[config.mk]
export PLATFORM = sky130hd
export DESIGN_NAME = error_event_rate_limiter
export DESIGN_NICKNAME = d
export VERILOG_FILES = /design/src/eerl_pkg.sv /design/src/eerl_ram.sv /design/src/error_event_rate_limiter.sv
export SDC_FILE = /design/constraint.sdc
export NUM_CORES = 2
export LEC_CHECK = 0
export BUFFER_PORTS_ARGS = -buffer_cell sky130_fd_sc_hd__buf_2
export CAP_MARGIN = 20
export CORE_AREA = 2 2 471 473
export CTS_BUF_LIST = sky130_fd_sc_hd__clkbuf_8
export CTS_CLUSTER_SIZE = 8
export DETAILED_ROUTE_END_ITERATION = 7
export DIE_AREA = 0 0 473 475
export HOLD_SLACK_MARGIN = 0.05
export PLACE_DENSITY = 0.7
export SETUP_SLACK_MARGIN = 0.2
export SLEW_MARGIN = 20
export SYNTH_ARGS = -nofsm -noshare
export SYNTH_HDL_FRONTEND = slang
export SYNTH_SLANG_ARGS = --single-unit
[constraint.sdc]
create_clock -name clk -period 8.98 [get_ports clk]
set_clock_uncertainty 0.1 [all_clocks]
set_input_delay 0.898 -clock clk [delete_from_list [all_inputs] [get_ports clk]]
set_output_delay 0.898 -clock clk [all_outputs]
set_load 0.01 [all_outputs]
[src/eerl_pkg.sv]
`default_nettype none
// ----------------------------------------------------------------------------
// eerl_pkg: shared types and constants of the error event rate limiter
// Field widths, register indexes, reset values and the per-code class table.
// ----------------------------------------------------------------------------
package eerl_pkg;

  // field widths
  localparam int CODE_W  = 5;
  localparam int CLASS_W = 4;
  localparam int TIME_W  = 32;
  localparam int COUNT_W = 32;
  localparam int HOLD_W  = 16;
  localparam int CFG_W   = 32;
  localparam int CFG_IDX_W = 2;

  // parameter defaults
  localparam int NUM_CODES_DEF       = 32;
  localparam int ESCALATE_PERIOD_DEF = 10;

  // codes 0 to KNOWN_CODES-1 carry a meaning
  localparam int KNOWN_CODES = 18;

  // register indexes
  localparam logic [CFG_IDX_W-1:0] REG_READY  = 2'd0;
  localparam logic [CFG_IDX_W-1:0] REG_WINDOW = 2'd1;
  localparam logic [CFG_IDX_W-1:0] REG_HOLD   = 2'd2;

  // register reset values
  localparam logic [TIME_W-1:0] WINDOW_RST = 32'd60000;
  localparam logic [HOLD_W-1:0] HOLD_RST   = 16'd200;

  // reported classes
  localparam logic [CLASS_W-1:0] CLS_I2C_RD_ERR  = 4'd0;
  localparam logic [CLASS_W-1:0] CLS_I2C_WR_ERR  = 4'd1;
  localparam logic [CLASS_W-1:0] CLS_I2C_RD_WARN = 4'd2;
  localparam logic [CLASS_W-1:0] CLS_I2C_WR_WARN = 4'd3;
  localparam logic [CLASS_W-1:0] CLS_SPI_RD_ERR  = 4'd4;
  localparam logic [CLASS_W-1:0] CLS_SPI_WR_ERR  = 4'd5;
  localparam logic [CLASS_W-1:0] CLS_SPI_RD_WARN = 4'd6;
  localparam logic [CLASS_W-1:0] CLS_SPI_WR_WARN = 4'd7;
  localparam logic [CLASS_W-1:0] CLS_CRC         = 4'd8;
  localparam logic [CLASS_W-1:0] CLS_FW_UPGRADE  = 4'd9;
  localparam logic [CLASS_W-1:0] CLS_ESD_ERR     = 4'd10;
  localparam logic [CLASS_W-1:0] CLS_ESD_WARN    = 4'd11;
  localparam logic [CLASS_W-1:0] CLS_GESTURE     = 4'd12;
  localparam logic [CLASS_W-1:0] CLS_GHOST       = 4'd13;
  localparam logic [CLASS_W-1:0] CLS_HAL_CRASH   = 4'd14;
  localparam logic [CLASS_W-1:0] CLS_SAVE_FULL   = 4'd15;

  // event codes
  localparam logic [CODE_W-1:0] EV_I2C_RD_ERR  = 5'd0;
  localparam logic [CODE_W-1:0] EV_I2C_WR_ERR  = 5'd1;
  localparam logic [CODE_W-1:0] EV_I2C_RD_WARN = 5'd2;
  localparam logic [CODE_W-1:0] EV_I2C_WR_WARN = 5'd3;
  localparam logic [CODE_W-1:0] EV_SPI_RD_ERR  = 5'd4;
  localparam logic [CODE_W-1:0] EV_SPI_WR_ERR  = 5'd5;
  localparam logic [CODE_W-1:0] EV_SPI_RD_WARN = 5'd6;
  localparam logic [CODE_W-1:0] EV_SPI_WR_WARN = 5'd7;
  localparam logic [CODE_W-1:0] EV_CRC         = 5'd8;
  localparam logic [CODE_W-1:0] EV_FW_UPGRADE  = 5'd9;
  localparam logic [CODE_W-1:0] EV_ESD_ERR     = 5'd10;
  localparam logic [CODE_W-1:0] EV_ESD_WARN    = 5'd11;
  localparam logic [CODE_W-1:0] EV_PROBE       = 5'd12;
  localparam logic [CODE_W-1:0] EV_GESTURE     = 5'd13;
  localparam logic [CODE_W-1:0] EV_REQUEST_FW  = 5'd14;
  localparam logic [CODE_W-1:0] EV_GHOST       = 5'd15;
  localparam logic [CODE_W-1:0] EV_HAL_CRASH   = 5'd16;
  localparam logic [CODE_W-1:0] EV_SAVE_FULL   = 5'd17;

  typedef struct packed {
    logic                counted;
    logic                holdoff;
    logic                escalate;
    logic [CLASS_W-1:0]  base_class;
    logic [CLASS_W-1:0]  err_class;
  } code_info_t;

  function automatic code_info_t mk(input logic c, input logic h, input logic e,
                                    input logic [CLASS_W-1:0] b,
                                    input logic [CLASS_W-1:0] x);
    code_info_t r;
    r.counted    = c;
    r.holdoff    = h;
    r.escalate   = e;
    r.base_class = b;
    r.err_class  = x;
    return r;
  endfunction

  // per-code behaviour; unknown codes return all zero
  function automatic code_info_t code_info(input logic [CODE_W-1:0] code);
    code_info_t r;
    unique case (code)
      EV_I2C_RD_ERR:  r = mk(1'b1, 1'b1, 1'b1, CLS_I2C_RD_WARN, CLS_I2C_RD_ERR);
      EV_I2C_WR_ERR:  r = mk(1'b1, 1'b1, 1'b1, CLS_I2C_WR_WARN, CLS_I2C_WR_ERR);
      EV_I2C_RD_WARN: r = mk(1'b1, 1'b1, 1'b0, CLS_I2C_RD_WARN, CLS_I2C_RD_WARN);
      EV_I2C_WR_WARN: r = mk(1'b1, 1'b1, 1'b0, CLS_I2C_WR_WARN, CLS_I2C_WR_WARN);
      EV_SPI_RD_ERR:  r = mk(1'b1, 1'b1, 1'b1, CLS_SPI_RD_WARN, CLS_SPI_RD_ERR);
      EV_SPI_WR_ERR:  r = mk(1'b1, 1'b1, 1'b1, CLS_SPI_WR_WARN, CLS_SPI_WR_ERR);
      EV_SPI_RD_WARN: r = mk(1'b1, 1'b1, 1'b0, CLS_SPI_RD_WARN, CLS_SPI_RD_WARN);
      EV_SPI_WR_WARN: r = mk(1'b1, 1'b1, 1'b0, CLS_SPI_WR_WARN, CLS_SPI_WR_WARN);
      EV_CRC:         r = mk(1'b1, 1'b1, 1'b0, CLS_CRC, CLS_CRC);
      EV_FW_UPGRADE:  r = mk(1'b1, 1'b0, 1'b0, CLS_FW_UPGRADE, CLS_FW_UPGRADE);
      EV_ESD_ERR:     r = mk(1'b1, 1'b0, 1'b1, CLS_ESD_WARN, CLS_ESD_ERR);
      EV_ESD_WARN:    r = mk(1'b1, 1'b0, 1'b0, CLS_ESD_WARN, CLS_ESD_WARN);
      EV_PROBE:       r = mk(1'b0, 1'b0, 1'b0, CLS_ESD_ERR, CLS_ESD_ERR);
      EV_GESTURE:     r = mk(1'b0, 1'b0, 1'b0, CLS_GESTURE, CLS_GESTURE);
      EV_REQUEST_FW:  r = mk(1'b1, 1'b0, 1'b0, CLS_FW_UPGRADE, CLS_FW_UPGRADE);
      EV_GHOST:       r = mk(1'b1, 1'b0, 1'b0, CLS_GHOST, CLS_GHOST);
      EV_HAL_CRASH:   r = mk(1'b1, 1'b1, 1'b0, CLS_HAL_CRASH, CLS_HAL_CRASH);
      EV_SAVE_FULL:   r = mk(1'b1, 1'b1, 1'b0, CLS_SAVE_FULL, CLS_SAVE_FULL);
      default:        r = '0;
    endcase
    return r;
  endfunction

endpackage
`default_nettype wire

[src/eerl_ram.sv]
`default_nettype none
// ----------------------------------------------------------------------------
// eerl_ram: generic single-write, single-read RAM
// One write port and one read port with registered read data.
// ----------------------------------------------------------------------------
module eerl_ram #(
  parameter int WIDTH = 8,
  parameter int DEPTH = 32
) (
  input  wire logic                     clk,
  input  wire logic                     we,
  input  wire logic [$clog2(DEPTH)-1:0] waddr,
  input  wire logic [WIDTH-1:0]         wdata,
  input  wire logic                     re,
  input  wire logic [$clog2(DEPTH)-1:0] raddr,
  output logic      [WIDTH-1:0]         rdata
);

  logic [WIDTH-1:0] mem [DEPTH];

  // write, then register the read word
  always_ff @(posedge clk) begin
    if (we) begin
      mem[waddr] <= wdata;
    end
    if (re) begin
      rdata <= mem[raddr];
    end
  end

endmodule
`default_nettype wire

[src/error_event_rate_limiter.sv]
`default_nettype none
// ----------------------------------------------------------------------------
// error_event_rate_limiter: per-code count and repeat-window report filter
// Counts error events per code in a table RAM, suppresses repeats within a
// window and after a controller reset, and escalates selected codes.
// ----------------------------------------------------------------------------
//  channel   handshake            payload
//  in        in_valid/in_ready    event_code, now_ms, ms_since_reset
//  out       out_valid/out_ready  notify, notify_code, event_count, dropped
//  cfg       cfg_we               cfg_index, cfg_data
//
//  The table RAM is read at acceptance, the entry is modified and written
//  back as the update stage advances, and the result lands in the output
//  register. A new request is taken every cycle while nothing stalls; a
//  back-to-back request to the same code gets the written word forwarded.
//  Reset clears the per-entry valid bits at once, so no clearing pass.
//  A stalled output register holds the update stage, which holds the input.
// ----------------------------------------------------------------------------
module error_event_rate_limiter #(
  parameter int NUM_CODES       = eerl_pkg::NUM_CODES_DEF,
  parameter int ESCALATE_PERIOD = eerl_pkg::ESCALATE_PERIOD_DEF
) (
  input  wire logic                           clk,
  input  wire logic                           rst,
  // configuration
  input  wire logic                           cfg_we,
  input  wire logic [eerl_pkg::CFG_IDX_W-1:0] cfg_index,
  input  wire logic [eerl_pkg::CFG_W-1:0]     cfg_data,
  // input requests
  input  wire logic                           in_valid,
  output logic                                in_ready,
  input  wire logic [eerl_pkg::CODE_W-1:0]    event_code,
  input  wire logic [eerl_pkg::TIME_W-1:0]    now_ms,
  input  wire logic [eerl_pkg::TIME_W-1:0]    ms_since_reset,
  // results
  output logic                                out_valid,
  input  wire logic                           out_ready,
  output logic                                notify,
  output logic      [eerl_pkg::CLASS_W-1:0]   notify_code,
  output logic      [eerl_pkg::COUNT_W-1:0]   event_count,
  output logic                                dropped
);

  localparam int AW     = $clog2(NUM_CODES);
  localparam int PW     = $clog2(ESCALATE_PERIOD);
  localparam int WORD_W = PW + eerl_pkg::TIME_W + eerl_pkg::COUNT_W;
  localparam logic [PW-1:0] PHASE_LAST = PW'(ESCALATE_PERIOD - 1);

  typedef struct packed {
    logic [PW-1:0]                  phase;
    logic [eerl_pkg::TIME_W-1:0]    last_time;
    logic [eerl_pkg::COUNT_W-1:0]   count;
  } entry_t;

  // configuration registers
  logic                          reporter_ready;
  logic [eerl_pkg::TIME_W-1:0]   repeat_window_ms;
  logic [eerl_pkg::HOLD_W-1:0]   reset_holdoff_ms;

  // update stage
  logic                          s1_valid;
  logic [eerl_pkg::CODE_W-1:0]   s1_code;
  logic [eerl_pkg::TIME_W-1:0]   s1_now;
  logic [eerl_pkg::TIME_W-1:0]   s1_since;
  logic                          s1_ent_valid;
  logic                          s1_fwd;
  entry_t                        s1_fwd_word;

  logic [NUM_CODES-1:0]          entry_valid;
  logic [WORD_W-1:0]             ram_rdata;

  logic                          accept;
  logic                          s1_adv;
  logic                          in_known;
  logic [AW-1:0]                 in_addr;
  logic [AW-1:0]                 s1_addr;

  eerl_pkg::code_info_t          info;
  logic                          s1_known;
  entry_t                        old_word;
  entry_t                        new_word;
  logic [eerl_pkg::TIME_W-1:0]   age;
  logic                          sat;
  logic                          due;
  logic                          held;
  logic                          wr_en;
  logic                          res_notify;
  logic [eerl_pkg::CLASS_W-1:0]  res_code;
  logic [eerl_pkg::COUNT_W-1:0]  res_count;
  logic                          res_dropped;

  // handshake
  assign s1_adv   = s1_valid && (!out_valid || out_ready);
  assign in_ready = !s1_valid || s1_adv;
  assign accept   = in_valid && in_ready;

  assign in_known = event_code < eerl_pkg::CODE_W'(eerl_pkg::KNOWN_CODES);
  assign in_addr  = AW'(event_code);
  assign s1_addr  = AW'(s1_code);

  // configuration writes
  always_ff @(posedge clk) begin
    if (rst) begin
      reporter_ready   <= 1'b0;
      repeat_window_ms <= eerl_pkg::WINDOW_RST;
      reset_holdoff_ms <= eerl_pkg::HOLD_RST;
    end else if (cfg_we) begin
      unique case (cfg_index)
        eerl_pkg::REG_READY:  reporter_ready   <= cfg_data[0];
        eerl_pkg::REG_WINDOW: repeat_window_ms <= cfg_data;
        eerl_pkg::REG_HOLD:   reset_holdoff_ms <= cfg_data[eerl_pkg::HOLD_W-1:0];
        default: ;
      endcase
    end
  end

  // table of counts, phases and last report times
  eerl_ram #(
    .WIDTH (WORD_W),
    .DEPTH (NUM_CODES)
  ) u_table (
    .clk   (clk),
    .we    (s1_adv && wr_en),
    .waddr (s1_addr),
    .wdata (new_word),
    .re    (accept && in_known),
    .raddr (in_addr),
    .rdata (ram_rdata)
  );

  // capture the request; forward a write to the same entry
  always_ff @(posedge clk) begin
    if (rst) begin
      s1_valid <= 1'b0;
    end else if (accept) begin
      s1_valid <= 1'b1;
    end else if (s1_adv) begin
      s1_valid <= 1'b0;
    end
  end

  always_ff @(posedge clk) begin
    if (accept) begin
      s1_code      <= event_code;
      s1_now       <= now_ms;
      s1_since     <= ms_since_reset;
      s1_ent_valid <= in_known && entry_valid[in_addr];
      s1_fwd       <= s1_adv && wr_en && (s1_addr == in_addr);
      s1_fwd_word  <= new_word;
    end
  end

  // mark entries once written
  always_ff @(posedge clk) begin
    if (rst) begin
      entry_valid <= '0;
    end else if (s1_adv && wr_en) begin
      entry_valid[s1_addr] <= 1'b1;
    end
  end

  // modify the entry
  always_comb begin
    info     = eerl_pkg::code_info(s1_code);
    s1_known = s1_code < eerl_pkg::CODE_W'(eerl_pkg::KNOWN_CODES);
    if (s1_fwd) begin
      old_word = s1_fwd_word;
    end else if (s1_ent_valid) begin
      old_word = entry_t'(ram_rdata);
    end else begin
      old_word = '0;
    end

    age  = s1_now - old_word.last_time;
    sat  = &old_word.count;
    held = info.holdoff && (s1_since < {{(eerl_pkg::TIME_W - eerl_pkg::HOLD_W){1'b0}},
                                        reset_holdoff_ms});
    due  = ((old_word.count == '0) || (age >= repeat_window_ms)) && !held;

    new_word = old_word;
    if (!sat) begin
      new_word.count = old_word.count + 1'b1;
      new_word.phase = (old_word.phase == PHASE_LAST) ? '0 : old_word.phase + 1'b1;
    end
    if (due) begin
      new_word.last_time = s1_now;
    end

    wr_en       = 1'b0;
    res_notify  = 1'b0;
    res_code    = '0;
    res_count   = '0;
    res_dropped = 1'b0;
    if (!reporter_ready) begin
      res_dropped = 1'b1;
    end else if (s1_known) begin
      if (!info.counted) begin
        res_notify = 1'b1;
        res_code   = info.base_class;
      end else begin
        wr_en     = 1'b1;
        res_count = new_word.count;
        if (due) begin
          res_notify = 1'b1;
          res_code   = (info.escalate && (new_word.phase == '0)) ? info.err_class
                                                                 : info.base_class;
        end else begin
          res_dropped = 1'b1;
        end
      end
    end
  end

  // output register
  always_ff @(posedge clk) begin
    if (rst) begin
      out_valid <= 1'b0;
    end else if (s1_adv) begin
      out_valid <= 1'b1;
    end else if (out_ready) begin
      out_valid <= 1'b0;
    end
  end

  always_ff @(posedge clk) begin
    if (s1_adv) begin
      notify      <= res_notify;
      notify_code <= res_code;
      event_count <= res_count;
      dropped     <= res_dropped;
    end
  end

endmodule
`default_nettype wire

==> flow_summary_export.csv <==
group,metric,value,unit
outcome,outcome,"finished clean",
clocking,cts.sink_count,2499,
sta,fin_crit,7.42,ns
final_layout,layoutNonFillerInstCount,9497,
worst_setup_path,cp_common_cell,"ha_1",
final_layout,fin_util,52.6,%
worst_setup_path,required,9.57,ns
clocking,clk_latency,1.07,ns
power_and_ir_drop,p_per_area,220,nW/µm²
sta,fmax,135,MHz
floorplanning,rows,172,
route,via_per_inst,5.41,
logic_synthesis,yosys_warnings,0,
logic_synthesis,yosysSeqAreaShare,75.4,%
logic_synthesis,synth_largest_area_cell,"edfxtp_1",
logic_synthesis,avgSynthCellArea,20.2,µm²
clocking,cts_resized,0,
clocking,cts_buffers,409,
sta,final-hold-violation-count,0,
worst_setup_path,slowest_delay,0.76,ns
logic_synthesis,synth.most_common_cell,"edfxtp_1",
logic_synthesis,yosys-top-cells-area,"edfxtp_1, mux4_2, mux2i_1, dfxtp_1, nand2_1",
logic_synthesis,netlist_instances,4874,
clocking,cts_tree,"done",
final_layout,num-fill-cells,17300,
route,wirelength,230,mm
logic_synthesis,synth_edf_count,2421,
logic_synthesis,yosys-top-cells-count,"edfxtp_1, mux4_2, nand2_1",
worst_setup_path,arrival,8.01,ns
worst_setup_path,critPathKind,"register to register",
clocking,clk_pin_slew,0.06,ns
placement,gp_congestion,0.880,
worst_hold_path,hold_path.class,"primary input to register",
final_layout,layout-drive-gt1-share,21.4,%
worst_setup_path,worstPathCellList,"and2b_2 > a22o_1 > ha_1 > inv_1 > ha_1 > a31o_2 > maj3_2 > nor4_1 > a2bb2oi_1 > o211ai_2 > o21ai_1 > a21o_1 > a311o_1 > ha_1 > nand2_1 > or4_1 > nor3_1 > a221oi_1 > nand4b_1 > and2_4 > buf_16 > mux2i_4",
route,num_vias,51300,
floorplanning,pin_count,148,
sta,postLayoutSetupSlackWorst,1.56,ns
final_layout,multiInputGateArea,27200,µm²
run,cap_violations,0,
clocking,root_buffer,"clkbuf_8",
route,drc_errors,0,
clocking,cts_max_level,5,
grt,grt_overflow_total,0,
logic_synthesis,syn_area,98500,µm²
placement,portBuffers,147,
floorplanning,die-area,225000,µm²
floorplanning,start_util,44.9,%
floorplanning,dieWidth,473,µm
route,wire_per_inst,24.2,µm
route,antenna_left,0,
logic_synthesis,ys.flop_type,"edfxtp_1",
grt,grt_pass1_vias,52900,
route,drt_iter0_drc,5318,
logic_synthesis,synth_seq_cells,2499,
floorplanning,die_h,475,µm
logic_synthesis,synth_cell_type_count,90,
logic_synthesis,synth-async-reset-ratio,0,%
worst_setup_path,cp_slowest_cell,"mux2i_4",
sta,fin_tns_setup,0,ns
placement,post-place-ws,1.50,ns
logic_synthesis,synth_top_area_share,73.8,%
route,drt-pass1-iter-count,8,
worst_setup_path,endpoint_kind,"register",
sta,rsz0062_at_grt,"false",
grt,grt_max_degree,115,
grt,track_usage,20.5,%
grt,antenna_found_initial,13,
sta,setup_viol,0,
placement,dp_hpwl,129,mm
power_and_ir_drop,ir_drop,174,µV
floorplanning,core,219000,µm²
final_layout,area_growth,17.1,%
placement,post-place-cells,8712,
sta,tightest_slew,1.13,ns
sta,post-route-period-util,82.6,%
clocking,clock_path_buffers,4,
worst_setup_path,cp_max_fo,33,
final_layout,regArea,74300,µm²
worst_setup_path,start_kind,"register",
sta,max-slew-margin-rel,24.7,%
power_and_ir_drop,p_leak,40.9,nW
final_layout,nets,6529,
grt,grt_pass1_wl,337,mm
sta,slew_viol_final,0,
## registers in the layout, summed over array words and instances, names as in the netlist
name and cells:
dropped 1, reset_holdoff_ms 16, s1_ent_valid 1, s1_since 32
s1_addr 5, repeat_window_ms 32, event_count 32, info 9
s1_fwd 1, notify 1, reporter_ready 1, out_valid 1
entry_valid 18, u_table.rdata 68, s1_fwd_word 68, s1_valid 1
s1_now 32, u_table.mem 2176, notify_code 4
## cells in the final DEF, fill, tap and decap left out, drive strengths merged, types with 34 or more instances in the layout
cell and count:
dfxtp 78, and2 56, conb 952, a21oi 126, o221ai 61, dlygate4sd3 94
clkbuf 431, nor2 90, ha 75, mux4 563, xnor2 38, edfxtp 2421
a22oi 45, buf 267, nand3 38, inv 261, mux2i 220, a211oi 38
clkinv 69, nand2 280, o21ai 34
## kinds of logic after synthesis
group / synth area share (%)
XOR/XNOR: 0.596
adder cells (fa/ha/maj): 0.986
multiplexers: 15.2
buffers and inverters: 1.38
AO/OA/AOI/OAI: 3.12
other: 0.00381
flip-flops: 75.4
AND/OR/NAND/NOR: 3.33
## path summary, 6_finish.rpt
path	depth (start not counted)	slack, ns	from	end
setup / recovery	22	1.56	s1_fwd	u_table.mem[22][53]
setup reg to reg	22	1.56	s1_fwd	u_table.mem[22][53]
hold / removal	3	0.18	cfg_data[15]	reset_holdoff_ms[15]
hold reg to reg	2	0.36	repeat_window_ms[1]	repeat_window_ms[1]
## repair_timing
action / in CTS / in global routing
buffers inserted: 0 / 0
hold endpoints to repair: 99 / 0
hold buffers: 94 / 0
## stage by stage
stage	hold WS, ns	total power [W]	instance area [µm²]
after floorplan	0.335	0.0159	102000
after global placement	0.344	0.0166	107000
after detailed placement	0.348	0.0168	107000
after CTS	0.0520	0.0255	115000
after global routing	0.131	0.0263	115000
final	0.179	0.0253	115000
## worst max-delay path, delay by kind of cell, from the launching register on
kind                     cells  cell delay, ns
AO/OA/AOI/OAI                8            1.62
adder cells (fa/ha/maj)      4            1.00
buffers and inverters        2            0.40
flip-flops                   1            0.37
multiplexers                 1            0.76
AND/OR/NAND/NOR              7            2.74
## cell type report
class	count	share of cell area [%]
diodes	11	0.0239
clock buffers	431	5.15
clock inverters	249	0.934
inverters	91	0.301
multi-input cells	2984	23.6
flip-flops and latches	2499	64.4
well taps	2871	3.12
repair buffers	361	2.42
## power breakdown
| group | switching, W | total [W] | internal [W] |
|---|---|---|---|
| sequential | 0.000197 | 0.0142 | 0.0140 |
| clock | 0.00423 | 0.00869 | 0.00445 |
| combinational | 0.00148 | 0.00242 | 0.000945 |
| total | 0.00591 | 0.0253 | 0.0194 |
## routing by layer
metal	vias to the layer above	GRT usage, %	share of wire (%)
li1	22100	-	-
met5	-	0	0
met3	476	3.57	7.2
met4	0	10.4	5.1
met2	2093	33.7	49
met1	26700	26.4	39
Power figures use the tool's default switching activity.
